**src/rtl/imts_pkg.sv**
```systemverilog
// package with types and constants of the i2c message transfer sequencer
`timescale 1ns / 1ps

package imts_pkg;

  localparam logic [2:0] OP_LOAD_DESC = 3'd0;
  localparam logic [2:0] OP_LOAD_BYTE = 3'd1;
  localparam logic [2:0] OP_START     = 3'd2;
  localparam logic [2:0] OP_IRQ       = 3'd3;
  localparam logic [2:0] OP_READ_BYTE = 3'd4;

  localparam logic [1:0] SEL_DATA = 2'd0;
  localparam logic [1:0] SEL_STAT = 2'd1;
  localparam logic [1:0] SEL_CTRL = 2'd2;
  localparam logic [1:0] SEL_NONE = 2'd3;

  localparam logic [1:0] XS_RUN  = 2'd0;
  localparam logic [1:0] XS_OK   = 2'd1;
  localparam logic [1:0] XS_NACK = 2'd2;

  localparam logic [7:0] CMD_START_RX  = 8'hb0;
  localparam logic [7:0] CMD_START_TX  = 8'hf0;
  localparam logic [7:0] CMD_STOP_RX   = 8'h90;
  localparam logic [7:0] CMD_STOP_TX   = 8'hd0;
  localparam logic [7:0] CTL_ACK       = 8'haf;
  localparam logic [7:0] CTL_NO_ACK    = 8'h2f;
  localparam logic [7:0] STAT_NACK     = 8'h01;
  localparam logic [7:0] CTL_PEND_MASK = 8'hef;

  typedef enum logic [2:0] {
    PH_IDLE,
    PH_START,
    PH_READ,
    PH_WRITE,
    PH_STOP
  } phase_t;

  typedef enum logic [2:0] {
    ST_WAIT,
    ST_FETCH,
    ST_EXEC,
    ST_NORM,
    ST_OUT
  } ctl_state_t;

  typedef struct packed {
    logic capture;
    logic fetch;
    logic exec;
    logic reduce;
    logic settle;
    logic pop;
  } cmd_t;

  typedef struct packed {
    logic has_res;
    logic at_last;
    logic norm_busy;
  } sts_t;

endpackage

```
**src/rtl/i2c_message_transfer_sequencer_top.sv**
```systemverilog
// top level of the i2c message transfer sequencer
//
// input channel: in_valid / in_stall with op and its operand fields. ops load the
// message descriptor table and the shared byte buffer, start a transfer, report a
// controller interrupt or read back a buffer byte.
// output channel: out_valid / out_stall carrying controller register writes
// (reg_select, reg_value), read_data, xfer_status and last on the final result.
// one request is handled at a time: fetch from the tables, execute, then show
// zero to three results. moving on to the next message can add buffer offset
// wrap steps, one subtract per cycle, before the results are shown.
// while a request or its results are pending, in_stall stays high, and while
// out_stall is high the shown result holds.
// synchronous reset returns to idle with message count one; table and buffer
// contents are kept and are undefined until loaded.
`timescale 1ns / 1ps

module i2c_message_transfer_sequencer_top import imts_pkg::*; #(
  parameter int unsigned MAX_MSGS  = 8,
  parameter int unsigned BUF_DEPTH = 256
) (
  input  logic       clk,
  input  logic       rst,
  input  logic       in_valid,
  output logic       in_stall,
  input  logic [2:0] op,
  input  logic [7:0] index,
  input  logic [6:0] dev_addr,
  input  logic       is_read,
  input  logic [7:0] msg_len,
  input  logic [7:0] data_byte,
  input  logic [3:0] msg_total,
  input  logic [7:0] bus_status,
  input  logic [7:0] rx_byte,
  input  logic [7:0] control_now,
  output logic       out_valid,
  input  logic       out_stall,
  output logic [1:0] reg_select,
  output logic [7:0] reg_value,
  output logic [7:0] read_data,
  output logic [1:0] xfer_status,
  output logic       last
);

  cmd_t cmd;
  sts_t sts;

  imts_ctrl u_ctrl (
    .clk       (clk),
    .rst       (rst),
    .in_valid  (in_valid),
    .in_stall  (in_stall),
    .out_valid (out_valid),
    .out_stall (out_stall),
    .cmd       (cmd),
    .sts       (sts)
  );

  imts_datapath #(
    .MAX_MSGS  (MAX_MSGS),
    .BUF_DEPTH (BUF_DEPTH)
  ) u_datapath (
    .clk         (clk),
    .rst         (rst),
    .cmd         (cmd),
    .sts         (sts),
    .op          (op),
    .index       (index),
    .dev_addr    (dev_addr),
    .is_read     (is_read),
    .msg_len     (msg_len),
    .data_byte   (data_byte),
    .msg_total   (msg_total),
    .bus_status  (bus_status),
    .rx_byte     (rx_byte),
    .control_now (control_now),
    .reg_select  (reg_select),
    .reg_value   (reg_value),
    .read_data   (read_data),
    .xfer_status (xfer_status),
    .last        (last)
  );

endmodule

```
**src/rtl/imts_ctrl.sv**
```systemverilog
// controller state machine that steps each request through fetch, execute, normalize and output
`timescale 1ns / 1ps

module imts_ctrl import imts_pkg::*; (
  input  logic clk,
  input  logic rst,
  input  logic in_valid,
  output logic in_stall,
  output logic out_valid,
  input  logic out_stall,
  output cmd_t cmd,
  input  sts_t sts
);

  ctl_state_t state;
  ctl_state_t state_next;

  always_ff @(posedge clk) begin
    if (rst) begin
      state <= ST_WAIT;
    end else begin
      state <= state_next;
    end
  end

  always_comb begin
    state_next = state;
    cmd = '0;
    in_stall = 1'b1;
    out_valid = 1'b0;
    case (state)
      ST_WAIT: begin
        in_stall = rst;
        if (in_valid && !rst) begin
          cmd.capture = 1'b1;
          state_next = ST_FETCH;
        end
      end
      ST_FETCH: begin
        cmd.fetch = 1'b1;
        state_next = ST_EXEC;
      end
      ST_EXEC: begin
        cmd.exec = 1'b1;
        state_next = ST_NORM;
      end
      ST_NORM: begin
        if (sts.norm_busy) begin
          cmd.reduce = 1'b1;
        end else begin
          cmd.settle = 1'b1;
          state_next = sts.has_res ? ST_OUT : ST_WAIT;
        end
      end
      ST_OUT: begin
        out_valid = 1'b1;
        if (!out_stall) begin
          cmd.pop = 1'b1;
          if (sts.at_last) begin
            state_next = ST_WAIT;
          end
        end
      end
      default: begin
        state_next = ST_WAIT;
      end
    endcase
  end

endmodule

```
**src/rtl/imts_datapath.sv**
```systemverilog
// datapath with descriptor table, byte buffer, transfer state and result registers
`timescale 1ns / 1ps

module imts_datapath import imts_pkg::*; #(
  parameter int unsigned MAX_MSGS  = 8,
  parameter int unsigned BUF_DEPTH = 256
) (
  input  logic       clk,
  input  logic       rst,
  input  cmd_t       cmd,
  output sts_t       sts,
  input  logic [2:0] op,
  input  logic [7:0] index,
  input  logic [6:0] dev_addr,
  input  logic       is_read,
  input  logic [7:0] msg_len,
  input  logic [7:0] data_byte,
  input  logic [3:0] msg_total,
  input  logic [7:0] bus_status,
  input  logic [7:0] rx_byte,
  input  logic [7:0] control_now,
  output logic [1:0] reg_select,
  output logic [7:0] reg_value,
  output logic [7:0] read_data,
  output logic [1:0] xfer_status,
  output logic       last
);

  localparam int unsigned MIW = (MAX_MSGS > 1) ? $clog2(MAX_MSGS) : 1;
  localparam int unsigned MCW = $clog2(MAX_MSGS + 1);
  localparam int unsigned TW  = (MCW > 4) ? MCW : 4;
  localparam int unsigned AW  = $clog2(BUF_DEPTH);
  localparam int unsigned IW  = (AW > 8) ? AW : 8;
  localparam int unsigned BW  = IW + 1;

  // captured request
  logic [2:0] req_op;
  logic [7:0] req_index;
  logic [6:0] req_dev_addr;
  logic       req_is_read;
  logic [7:0] req_msg_len;
  logic [7:0] req_data_byte;
  logic [3:0] req_msg_total;
  logic [7:0] req_bus_status;
  logic [7:0] req_rx_byte;
  logic [7:0] req_control_now;

  // transfer state
  phase_t           phase;
  phase_t           phase_next;
  logic [MIW-1:0]   msg_index;
  logic [MIW-1:0]   msg_index_next;
  logic [MCW-1:0]   msg_count;
  logic [MCW-1:0]   msg_count_next;
  logic [7:0]       byte_pos;
  logic [7:0]       byte_pos_next;
  logic [BW-1:0]    ptr;
  logic [BW-1:0]    ptr_next;
  logic [AW-1:0]    base;
  logic             rebase;
  logic             rebase_next;

  // memories and their read registers
  logic [15:0]      desc_mem [MAX_MSGS];
  logic [7:0]       buf_mem  [BUF_DEPTH];
  logic [15:0]      desc_a;
  logic [15:0]      desc_b;
  logic [7:0]       buf_rd;

  // results
  logic [1:0]       res_sel [3];
  logic [7:0]       res_val [3];
  logic [1:0]       res_cnt;
  logic [1:0]       res_status;
  logic [7:0]       res_rd;
  logic [1:0]       optr;

  // execute logic
  logic [1:0]       sel_n [3];
  logic [7:0]       val_n [3];
  logic [1:0]       n;
  logic [1:0]       st_n;
  logic [7:0]       rd_n;
  logic             desc_we;
  logic             buf_we;
  logic [AW-1:0]    buf_waddr;
  logic [7:0]       buf_wdata;
  logic [MIW-1:0]   desc_addr_a;
  logic [MIW-1:0]   desc_addr_b;
  logic [AW-1:0]    buf_raddr;
  logic [BW-1:0]    idx_ext;
  logic             idx_ok;
  logic [MCW-1:0]   idx_p1;
  logic [BW-1:0]    ptr_inc;
  logic [TW-1:0]    tot;
  logic             do_start;
  logic [15:0]      start_desc;
  logic             do_stop;
  logic [1:0]       stop_code;
  logic             do_byte;
  logic             do_ack;
  logic [7:0]       ack_val;
  logic             chk_write;
  logic             chk_read;
  logic             done_msg;
  logic [7:0]       rp;
  logic [7:0]       cur_len;
  logic             cur_rd;
  logic             nack;

  assign idx_ext     = BW'(req_index);
  assign idx_ok      = idx_ext < BW'(BUF_DEPTH);
  assign idx_p1      = MCW'(msg_index) + MCW'(1);
  assign desc_addr_a = (req_op == OP_START) ? '0 : msg_index;
  assign desc_addr_b = (idx_p1 < MCW'(MAX_MSGS)) ? idx_p1[MIW-1:0] : '0;
  assign buf_raddr   = (req_op == OP_READ_BYTE) ? idx_ext[AW-1:0] : ptr[AW-1:0];
  assign ptr_inc     = (ptr[AW-1:0] == AW'(BUF_DEPTH - 1)) ? '0 : ptr + BW'(1);
  assign cur_len     = desc_a[15:8];
  assign cur_rd      = desc_a[7];
  assign nack        = (req_bus_status & STAT_NACK) != 8'd0;

  always_ff @(posedge clk) begin
    if (cmd.capture) begin
      req_op          <= op;
      req_index       <= index;
      req_dev_addr    <= dev_addr;
      req_is_read     <= is_read;
      req_msg_len     <= msg_len;
      req_data_byte   <= data_byte;
      req_msg_total   <= msg_total;
      req_bus_status  <= bus_status;
      req_rx_byte     <= rx_byte;
      req_control_now <= control_now;
    end
  end

  always_ff @(posedge clk) begin
    if (cmd.fetch) begin
      desc_a <= desc_mem[desc_addr_a];
      desc_b <= desc_mem[desc_addr_b];
      buf_rd <= buf_mem[buf_raddr];
    end
  end

  always_ff @(posedge clk) begin
    if (cmd.exec && desc_we) begin
      desc_mem[req_index[MIW-1:0]] <= {req_msg_len, req_is_read, req_dev_addr};
    end
    if (cmd.exec && buf_we) begin
      buf_mem[buf_waddr] <= buf_wdata;
    end
  end

  always_comb begin
    phase_next     = phase;
    msg_index_next = msg_index;
    msg_count_next = msg_count;
    byte_pos_next  = byte_pos;
    ptr_next       = ptr;
    rebase_next    = rebase;
    desc_we        = 1'b0;
    buf_we         = 1'b0;
    buf_waddr      = idx_ext[AW-1:0];
    buf_wdata      = req_data_byte;
    st_n           = XS_RUN;
    rd_n           = 8'd0;
    do_start       = 1'b0;
    start_desc     = desc_a;
    do_stop        = 1'b0;
    stop_code      = XS_OK;
    do_byte        = 1'b0;
    do_ack         = 1'b0;
    ack_val        = CTL_ACK;
    chk_write      = 1'b0;
    chk_read       = 1'b0;
    done_msg       = 1'b0;
    rp             = byte_pos;
    tot            = TW'(req_msg_total);
    n              = 2'd0;
    for (int i = 0; i < 3; i++) begin
      sel_n[i] = SEL_NONE;
      val_n[i] = 8'd0;
    end

    case (req_op)
      OP_LOAD_DESC: begin
        desc_we = req_index < 8'(MAX_MSGS);
      end
      OP_LOAD_BYTE: begin
        buf_we = idx_ok;
      end
      OP_START: begin
        if (tot == '0) begin
          tot = TW'(1);
        end else if (tot > TW'(MAX_MSGS)) begin
          tot = TW'(MAX_MSGS);
        end
        msg_count_next = tot[MCW-1:0];
        msg_index_next = '0;
        byte_pos_next  = 8'd0;
        ptr_next       = '0;
        rebase_next    = 1'b1;
        phase_next     = PH_START;
        do_start       = 1'b1;
      end
      OP_IRQ: begin
        case (phase)
          PH_START: begin
            if (nack) begin
              do_stop   = 1'b1;
              stop_code = XS_NACK;
            end else if (cur_rd) begin
              phase_next = PH_READ;
              chk_read   = 1'b1;
            end else begin
              phase_next = PH_WRITE;
              chk_write  = 1'b1;
            end
          end
          PH_WRITE: begin
            chk_write = 1'b1;
          end
          PH_READ: begin
            if (byte_pos != 8'hff) begin
              buf_we        = 1'b1;
              buf_waddr     = ptr[AW-1:0];
              buf_wdata     = req_rx_byte;
              rp            = byte_pos + 8'd1;
              byte_pos_next = rp;
              ptr_next      = ptr_inc;
            end
            chk_read = 1'b1;
          end
          default: begin
          end
        endcase
      end
      default: begin
      end
    endcase

    if (chk_write) begin
      if (nack) begin
        do_stop   = 1'b1;
        stop_code = XS_NACK;
      end else if (byte_pos < cur_len) begin
        do_byte       = 1'b1;
        byte_pos_next = byte_pos + 8'd1;
        ptr_next      = ptr_inc;
      end else begin
        done_msg = 1'b1;
      end
    end

    if (chk_read) begin
      if (rp < cur_len) begin
        do_ack  = 1'b1;
        ack_val = (({1'b0, rp} + 9'd1) >= {1'b0, cur_len}) ? CTL_NO_ACK : CTL_ACK;
      end else begin
        done_msg = 1'b1;
      end
    end

    if (done_msg) begin
      if (idx_p1 < msg_count) begin
        ptr_next       = BW'(base) + BW'(cur_len);
        rebase_next    = 1'b1;
        msg_index_next = idx_p1[MIW-1:0];
        byte_pos_next  = 8'd0;
        phase_next     = PH_START;
        do_start       = 1'b1;
        start_desc     = desc_b;
      end else begin
        do_stop   = 1'b1;
        stop_code = XS_OK;
      end
    end

    if (do_stop) begin
      phase_next = PH_STOP;
      st_n       = stop_code;
    end

    if (do_start) begin
      sel_n[n] = SEL_DATA;
      val_n[n] = {start_desc[6:0], start_desc[7]};
      n = n + 2'd1;
      sel_n[n] = SEL_STAT;
      val_n[n] = start_desc[7] ? CMD_START_RX : CMD_START_TX;
      n = n + 2'd1;
    end
    if (do_stop) begin
      sel_n[n] = SEL_STAT;
      val_n[n] = cur_rd ? CMD_STOP_RX : CMD_STOP_TX;
      n = n + 2'd1;
      sel_n[n] = SEL_CTRL;
      val_n[n] = CTL_ACK;
      n = n + 2'd1;
    end
    if (do_byte) begin
      sel_n[n] = SEL_DATA;
      val_n[n] = buf_rd;
      n = n + 2'd1;
    end
    if (do_ack) begin
      sel_n[n] = SEL_CTRL;
      val_n[n] = ack_val;
      n = n + 2'd1;
    end
    if (req_op == OP_IRQ) begin
      sel_n[n] = SEL_CTRL;
      val_n[n] = req_control_now & CTL_PEND_MASK;
      n = n + 2'd1;
    end
    if (req_op == OP_READ_BYTE) begin
      sel_n[n] = SEL_NONE;
      val_n[n] = 8'd0;
      rd_n = idx_ok ? buf_rd : 8'd0;
      n = n + 2'd1;
    end
  end

  always_ff @(posedge clk) begin
    if (cmd.exec) begin
      res_sel    <= sel_n;
      res_val    <= val_n;
      res_status <= st_n;
      res_rd     <= rd_n;
    end
  end

  always_ff @(posedge clk) begin
    if (rst) begin
      phase     <= PH_IDLE;
      msg_index <= '0;
      msg_count <= MCW'(1);
      byte_pos  <= 8'd0;
      ptr       <= '0;
      base      <= '0;
      rebase    <= 1'b0;
      res_cnt   <= 2'd0;
      optr      <= 2'd0;
    end else begin
      if (cmd.exec) begin
        phase     <= phase_next;
        msg_index <= msg_index_next;
        msg_count <= msg_count_next;
        byte_pos  <= byte_pos_next;
        ptr       <= ptr_next;
        rebase    <= rebase_next;
        res_cnt   <= n;
        optr      <= 2'd0;
      end
      if (cmd.reduce) begin
        ptr <= ptr - BW'(BUF_DEPTH);
      end
      if (cmd.settle && rebase) begin
        base   <= ptr[AW-1:0];
        rebase <= 1'b0;
      end
      if (cmd.pop) begin
        optr <= optr + 2'd1;
      end
    end
  end

  assign reg_select    = res_sel[optr];
  assign reg_value     = res_val[optr];
  assign read_data     = res_rd;
  assign xfer_status   = res_status;
  assign last          = (optr == (res_cnt - 2'd1));
  assign sts.has_res   = res_cnt != 2'd0;
  assign sts.at_last   = last;
  assign sts.norm_busy = ptr >= BW'(BUF_DEPTH);

endmodule

```
**config.mk**
```make
export PLATFORM = sky130hd
export DESIGN_NAME = i2c_message_transfer_sequencer_top
export DESIGN_NICKNAME = d
export VERILOG_FILES = /design/src/rtl/imts_pkg.sv /design/src/rtl/i2c_message_transfer_sequencer_top.sv /design/src/rtl/imts_ctrl.sv /design/src/rtl/imts_datapath.sv
export SDC_FILE = /design/constraint.sdc
export NUM_CORES = 2
export LEC_CHECK = 0
export ABC_AREA = 1
export BUFFER_PORTS_ARGS = -buffer_cell sky130_fd_sc_hd__buf_2
export CORE_ASPECT_RATIO = 0.5
export CORE_MARGIN = 10
export CORE_UTILIZATION = 60
export DETAILED_ROUTE_END_ITERATION = 10
export PLACE_DENSITY = 0.74
export SLEW_MARGIN = 10
export SYNTH_ARGS = -nofsm -noshare
export SYNTH_HDL_FRONTEND = slang
export SYNTH_SLANG_ARGS = --single-unit
```
**constraint.sdc**
```tcl
create_clock -name clk -period 9.1 [get_ports clk]
set_clock_uncertainty 0.15 [all_clocks]
set_input_delay 0.455 -clock clk [delete_from_list [all_inputs] [get_ports clk]]
set_output_delay 0.455 -clock clk [all_outputs]
set_load 0.02 [all_outputs]
```
# Yosys cells after proc, flatten, opt, wreduce, memory -nomap -nowiden
# Memory sizes are Yosys's and may differ from the RTL's. A register that Yosys moved wholly into a read port is not among the register bits.
# Index checks and enable logic that the tools add are counted.
[totals]
reg_bits = 139
ram_bits = 2176
inputBits = 67
out_inout_bits = 23
elab_cells = 296
memories = 2
[memory_table]
columns = ["memory", "depth", "width", "rd", "rd_ports_with_merged_regs", "wr", "line", "source"]
rows = [
  ["u_datapath.buf_mem", 256, 8, 1, 1, 1, "imts_datapath.sv:65", "logic [7:0] buf_mem [BUF_DEPTH];"],
  ["u_datapath.desc_mem", 8, 16, 2, 2, 1, "imts_datapath.sv:64", "logic [15:0] desc_mem [MAX_MSGS];"],
]
[op_classes]
addsub = 14
magnitude_cmp = 22
eq_ne = 18
n_mux = 164
bitwise_logic = 27
reduce_logical = 21
[ops]
columns = ["op", "n"]
rows = [
  ["$mux 8", 28],
  ["$mux 24", 5],
  ["$bwmux 24", 4],
  ["$demux 8 s2", 6],
  ["$mux 9", 10],
  ["$mux 2", 24],
  ["$mux 1", 47],
  ["$mux 3", 14],
  ["$mux 6", 5],
  ["$and 24x24->24", 1],
  ["$demux 2 s2", 6],
  ["$not 24->24", 1],
  ["$ge 3x3->1 const B", 7],
  ["$not 2->3", 7],
  ["$eq 3x2->1 const B", 6],
  ["$lt 3x1->1 const B", 6],
  ["$or 18x18->18", 1],
  ["$pmux 9 s2", 1],
  ["$bmux 8 s2", 1],
  ["$lt 8x8->1", 2],
  ["$mux 16", 1],
  ["$pmux 8 s2", 1],
  ["$pmux 3 s5", 1],
  ["$add 2x1->2 const B", 7],
  ["40 further kinds", 74],
]

# Depth between registers and ports, before layout
[depth]
ltp_word = 26
ltp_mapped = 34
mapped_depth_nobuf = 33

# Modules after synthesis
# From an unflattened synthesis, not the netlist that was laid out.
[hier_totals]
hier_cells = 10018
area_unflattened_um2 = 103444.2
[by_module_without_submodules]
columns = ["mod", "instances", "cells_per_inst", "area_per_inst_um2", "seq_area_each_um2"]
rows = [
  ["imts_datapath", 1, 9983, 103232.8, 69957.1],
  ["imts_ctrl", 1, 35, 211.5, 60.1],
]

# Worst setup path after synthesis
# No wires, ideal clock.
[synth_timing]
kind = "flip-flop to flip-flop"
from = "register u_datapath.byte_pos[0]"
to = "memory u_datapath.buf_mem[0][0], data pin"
setup_time_ns = 0.824
arrival_time_ns = 4.589
t_required_ns = 8.126
slack_ns = 3.537
path_stages_with_launch = 10
path_buffers = 2
period_less_slack_ns = 5.563
cell_sequence = "dfxtp_1 > ha_1 > nand3_1 > nor2_1 > nand4_2 > nand2_4 > buf_4 > clkbuf_1 > nand2_1 > nand2_1"
[synth_via]
elab_chain_cells = 4
[synth_rtl]
columns = ["element", "line", "source"]
rows = [
  ["start, declared", "imts_datapath.sv:55", "logic [7:0] byte_pos;"],
  ["start signal, assigned", "imts_datapath.sv:348", "byte_pos <= byte_pos_next;"],
  ["$ne 8x8->1", "imts_datapath.sv:224", "if (byte_pos != 8'hff) begin"],
  ["$mux 8", "imts_datapath.sv:224", ""],
  ["$mux 8", "imts_datapath.sv:207", "case (phase)"],
  ["$mux 8", "imts_datapath.sv:185", "case (req_op)"],
  ["net u_datapath.buf_wdata[0]", "imts_datapath.sv:87", "logic [7:0] buf_wdata;"],
  ["end, declared", "imts_datapath.sv:65", ""],
]
# The timed path passes the listed nets, and every way through them passes these cells.

==> impl_metrics.env <==
export IMPL_start_util=0.606
export IMPL_cts_buffer_depth=4
export IMPL_post_synth_xor_area_fraction=0.00194
export IMPL_r2r_end="u_datapath.res_val[20]$_DFFE_PP_"
export IMPL_yosysWarnings=0
export IMPL_startpoint_type="flip-flop"
export IMPL_fin_crit_sh=0.754
export IMPL_path_class="flip-flop to flip-flop"
export IMPL_syn2layout_area_growth_pct=8.64
export IMPL_netlist_instances=10000
export IMPL_synth_nets=10200
export IMPL_insertion_delay_ns=0.86
export IMPL_synth_cell_types=45
export IMPL_status="completed"
export IMPL_hp_start="rx_byte[2]"
export IMPL_fp_dieH_um=314
export IMPL_p_sw_frac=0.247
export IMPL_grt_overflow=0
export IMPL_synth_edf_count=2303
export IMPL_numPortBuffers=81
export IMPL_nets=10100
export IMPL_critPathMaxFanout=36
export IMPL_combPwrFrac=0.097
export IMPL_crit_family="simple AND/OR/NAND/NOR gates"
export IMPL_pre_cts_slack_ns=2.33
export IMPL_fin_ws_ns=2.24
export IMPL_drc_errors=0
export IMPL_grt_max_degree=193
export IMPL_synth_compound_area_share=0.0260
export IMPL_io_pins=90
export IMPL_ir_drop_mv=0.175
export IMPL_powerDensity_mw_per_mm2=207
export IMPL_p_clk_frac=0.373
export IMPL_synth_seq_cells=2346
export IMPL_slew_viol_final=0
export IMPL_die_width_um=608
export IMPL_p_total_mw=23.3
export IMPL_worst_endpoint_required_ns=9.62
export IMPL_drive_gt1_frac=0.0555
export IMPL_power_share_sequential=0.530
export IMPL_fill_cells=12300
export IMPL_cts_tree="done"
export IMPL_hold_class="input pin to flip-flop"
export IMPL_drtIter0Drc=9806
export IMPL_tightest_slew_ns=1.32
export IMPL_crit_slowest_cell="edfxtp_1"
export IMPL_min_to="u_datapath.req_rx_byte[2]$_DFFE_PP_"
export IMPL_grt_pass1_vias=67500
export IMPL_cp_data_arrival_time_ns=7.38
export IMPL_reg2reg_depth=30
export IMPL_max_slew_margin=0.116
export IMPL_max_cap_violations=0
export IMPL_cts_hold_fix_buffers=58
export IMPL_numCtsBuffers=207
export IMPL_placeableCoreArea_sq_mm=0.171
export IMPL_final_antenna_net_count=0
export IMPL_power_switching_mw=5.75
export IMPL_synthAdderAreaFrac=0.00722
export IMPL_htree_levels=4
export IMPL_hold_viol=0
export IMPL_dieArea_sq_mm=0.191
export IMPL_seq_area_frac_synth=0.676
export IMPL_rows=107
export IMPL_cp_end_kind="flip-flop"
export IMPL_timing_fmax_mhz=146
export IMPL_synth_top_family_by_area="simple AND/OR/NAND/NOR gates"
export IMPL_first_pass_iters=8
export IMPL_syn_mean_instance_area_sq_um=10.3
export IMPL_power_internal_mw=17.5
export IMPL_final_setup_viol_count=0
export IMPL_cp_common_cell="nand2_1"
export IMPL_clock_sinks=2346
export IMPL_r2r_setup_slack_ns=2.24
export IMPL_leakage_nw=45.1
export IMPL_cts_resized=0
export IMPL_hold_depth=2
export IMPL_wl_per_cell_um=21.6
export IMPL_synth_simple_area_share=0.204
export IMPL_finalCriticalPeriod_ns=6.86
export IMPL_wirelength_um=267000
export IMPL_root_buffer="clkbuf_16"
export IMPL_grt_pass1_wl_um=402000
export IMPL_whs_ns=0.172
export IMPL_finalSetupTns_ns=0
export IMPL_synthMuxAreaShare=0.000869
export IMPL_critical_path_max_stage_delay_ns=0.55
export IMPL_synth_ff_type="edfxtp_1"
export IMPL_post_cts_buffers=0
export IMPL_rsz0062_at_grt="no"
export IMPL_vias=71500
export IMPL_critPathBufInv=5
export IMPL_async_flop_share=0
export IMPL_antenna_found_initial=12
export IMPL_reg2reg_from="u_datapath.req_op[2]$_DFFE_PP_"
export IMPL_track_usage=0.272
export IMPL_synth_area_sq_mm=0.104
export IMPL_dp_hpwl_um=149000
export IMPL_place_congestion=0.894
export IMPL_vias_per_cell=5.77
export IMPL_clk_pin_slew_worst_paths_ns=0.07
flip-flops by register name, summed over array words and instances, names as in the netlist, 3 cells and up:
register                    count
u_datapath.desc_a              16
u_datapath.req_index            8
u_datapath.ptr                  9
u_datapath.base                 8
u_datapath.req_dev_addr         7
u_datapath.phase                3
u_datapath.desc_b               8
u_datapath.desc_mem           128
u_datapath.req_control_now      7
u_datapath.req_data_byte        8
u_datapath.req_rx_byte          8
u_datapath.read_data            8
u_datapath.buf_rd               8
u_datapath.req_msg_total        4
u_ctrl.state                    3
u_datapath.byte_pos             8
u_datapath.msg_index            3
u_datapath.buf_mem           2048
u_datapath.req_msg_len          8
u_datapath.msg_count            4
u_datapath.res_val             24
u_datapath.req_op               3
u_datapath.res_sel              6
power by group through the flow:
stage	Clock, mW	Combinational, mW	Sequential, mW
after floorplan	0	1.35	12.6
after global placement	0	2.15	12.6
after detailed placement	0	2.19	12.6
after CTS	8.69	2.22	12.3
after global routing	9.15	2.43	12.3
final	8.67	2.27	12.3
per-stage QoR:
stage,area [sq um],std cells,utilization
after global routing,113000,12400,0.658
final,113000,12400,0.658
after global placement,105000,12000,0.617
after CTS,113000,12400,0.658
after floorplan,104000,10000,-
after detailed placement,105000,12000,0.617
layout make-up:
type / count / area, sq um / share of cell area
sequential: 2346 / 70000 / 0.622
multi-input combinational: 5531 / 25100 / 0.223
inverter: 1605 / 6030 / 0.0536
clock buffer: 246 / 5450 / 0.0485
tap: 2289 / 2860 / 0.0254
timing repair buffer: 237 / 1980 / 0.0176
clock inverter: 121 / 1060 / 0.00940
antenna: 7 / 17.5 / 0.000156
how the worst max path moves through the flow:
stage | startpoint | to | slack (ns) | cells after the start
3_3_place_gp | u_datapath.req_op[2]$_DFFE_PP_ | u_datapath.res_val[20]$_DFFE_PP_ | 2.31 | 30
4_1_cts | u_datapath.req_op[2]$_DFFE_PP_ | u_datapath.res_val[20]$_DFFE_PP_ | 2.28 | 30
5_1_grt | u_datapath.req_op[2]$_DFFE_PP_ | u_datapath.res_val[20]$_DFFE_PP_ | 1.65 | 30
2_1_floorplan | u_datapath.byte_pos[0]$_SDFFE_PP0P_ | u_datapath.buf_mem[0][0]$_DFFE_PP_ | 3.54 | 9
3_5_place_dp | u_datapath.req_op[2]$_DFFE_PP_ | u_datapath.res_val[20]$_DFFE_PP_ | 2.33 | 30
6_report | u_datapath.req_op[2]$_DFFE_PP_ | u_datapath.res_val[20]$_DFFE_PP_ | 2.24 | 30
placed cells by master, fill, tap and decap left out, drive strengths merged, types with 2 or more instances in the layout:
master | synthesis | routed
a211oi | 4 | 4
a31oi | 17 | 17
a21boi | 2 | 2
xnor2 | 6 | 6
or2 | 5 | 5
o21bai | 8 | 8
ha | 55 | 55
diode | 0 | 7
mux2 | 8 | 8
clkbuf | 167 | 246
and3 | 2 | 2
bufinv | 0 | 18
clkinvlp | 0 | 6
a21oi | 90 | 90
xor2 | 17 | 17
o22ai | 22 | 22
nor3 | 19 | 19
o31ai | 14 | 14
edfxtp | 2303 | 2303
nand4 | 17 | 17
nor2 | 420 | 420
dlygate4sd3 | 0 | 58
o32ai | 3 | 3
clkinv | 0 | 96
o211ai | 74 | 74
inv | 1605 | 1606
fa | 3 | 3
nand3b | 5 | 5
o21a | 8 | 8
nand3 | 1810 | 1810
buf | 377 | 179
o21ai | 223 | 223
dfxtp | 43 | 43
nand2 | 2697 | 2697
layer usage:
metal / track usage / routed length [um] / up-vias / part of all wire
li1: - / - / 32900 / -
met1: 0.379 / 105000 / 33900 / 0.39
met2: 0.421 / 120000 / 4048 / 0.45
met3: 0.0659 / 32500 / 608 / 0.12
met4: 0.0971 / 9300 / 8 / 0.035
met5: 0 / 42 / - / 0.00016
worst register-to-register path: cells and delay by family (launching register included):
family / cells / cell delay [ns]
adders and majority gates: 4 / 1.35
and+or+nand+nor: 16 / 2.93
buffers and inverters: 5 / 0.96
AOI/OAI and AO/OA: 5 / 0.75
DFF: 1 / 0.55
cells by family after synthesis:
logic type / after synthesis
buffers and inverters: 2149
muxes: 8
and+or+nand+nor: 4975
adders and majority gates: 58
AOI/OAI and AO/OA: 467
DFF: 2346
xor gates and xnor gates: 23
synthesized netlist by cell type, types with 3 or more instances:
| cell | number | area share |
|---|---|---|
| a31oi_1 | 17 | 0.0010 |
| buf_1 | 37 | 0.0013 |
| nor2_1 | 409 | 0.015 |
| buf_4 | 47 | 0.0034 |
| clkbuf_1 | 166 | 0.0060 |
| mux2_2 | 8 | 0.00087 |
| nor3_1 | 17 | 0.00082 |
| nand4_1 | 16 | 0.00097 |
| o31ai_1 | 14 | 0.0010 |
| o32ai_1 | 3 | 0.00025 |
| dfxtp_1 | 43 | 0.0083 |
| xor2_1 | 17 | 0.0014 |
| o21bai_1 | 8 | 0.00058 |
| nand3_1 | 1810 | 0.087 |
| buf_6 | 17 | 0.0018 |
| a21oi_1 | 90 | 0.0043 |
| edfxtp_1 | 2303 | 0.67 |
| nand3b_1 | 5 | 0.00036 |
| a211oi_1 | 4 | 0.00029 |
| o21ai_0 | 200 | 0.0097 |
| nand2_1 | 2677 | 0.097 |
| o21ai_2 | 3 | 0.00025 |
| ha_1 | 55 | 0.0066 |
| nand2_2 | 18 | 0.0011 |
| xnor2_1 | 6 | 0.00051 |
| o211ai_1 | 74 | 0.0054 |
| nor2_2 | 10 | 0.00060 |
| o21a_1 | 7 | 0.00051 |
| inv_2 | 4 | 0.00014 |
| buf_2 | 276 | 0.013 |
| or2_2 | 5 | 0.00030 |
| fa_1 | 3 | 0.00058 |
| o21ai_1 | 20 | 0.00097 |
| inv_1 | 1601 | 0.058 |
| o22ai_1 | 22 | 0.0013 |
No activity file was read; power rests on OpenSTA's default activity.
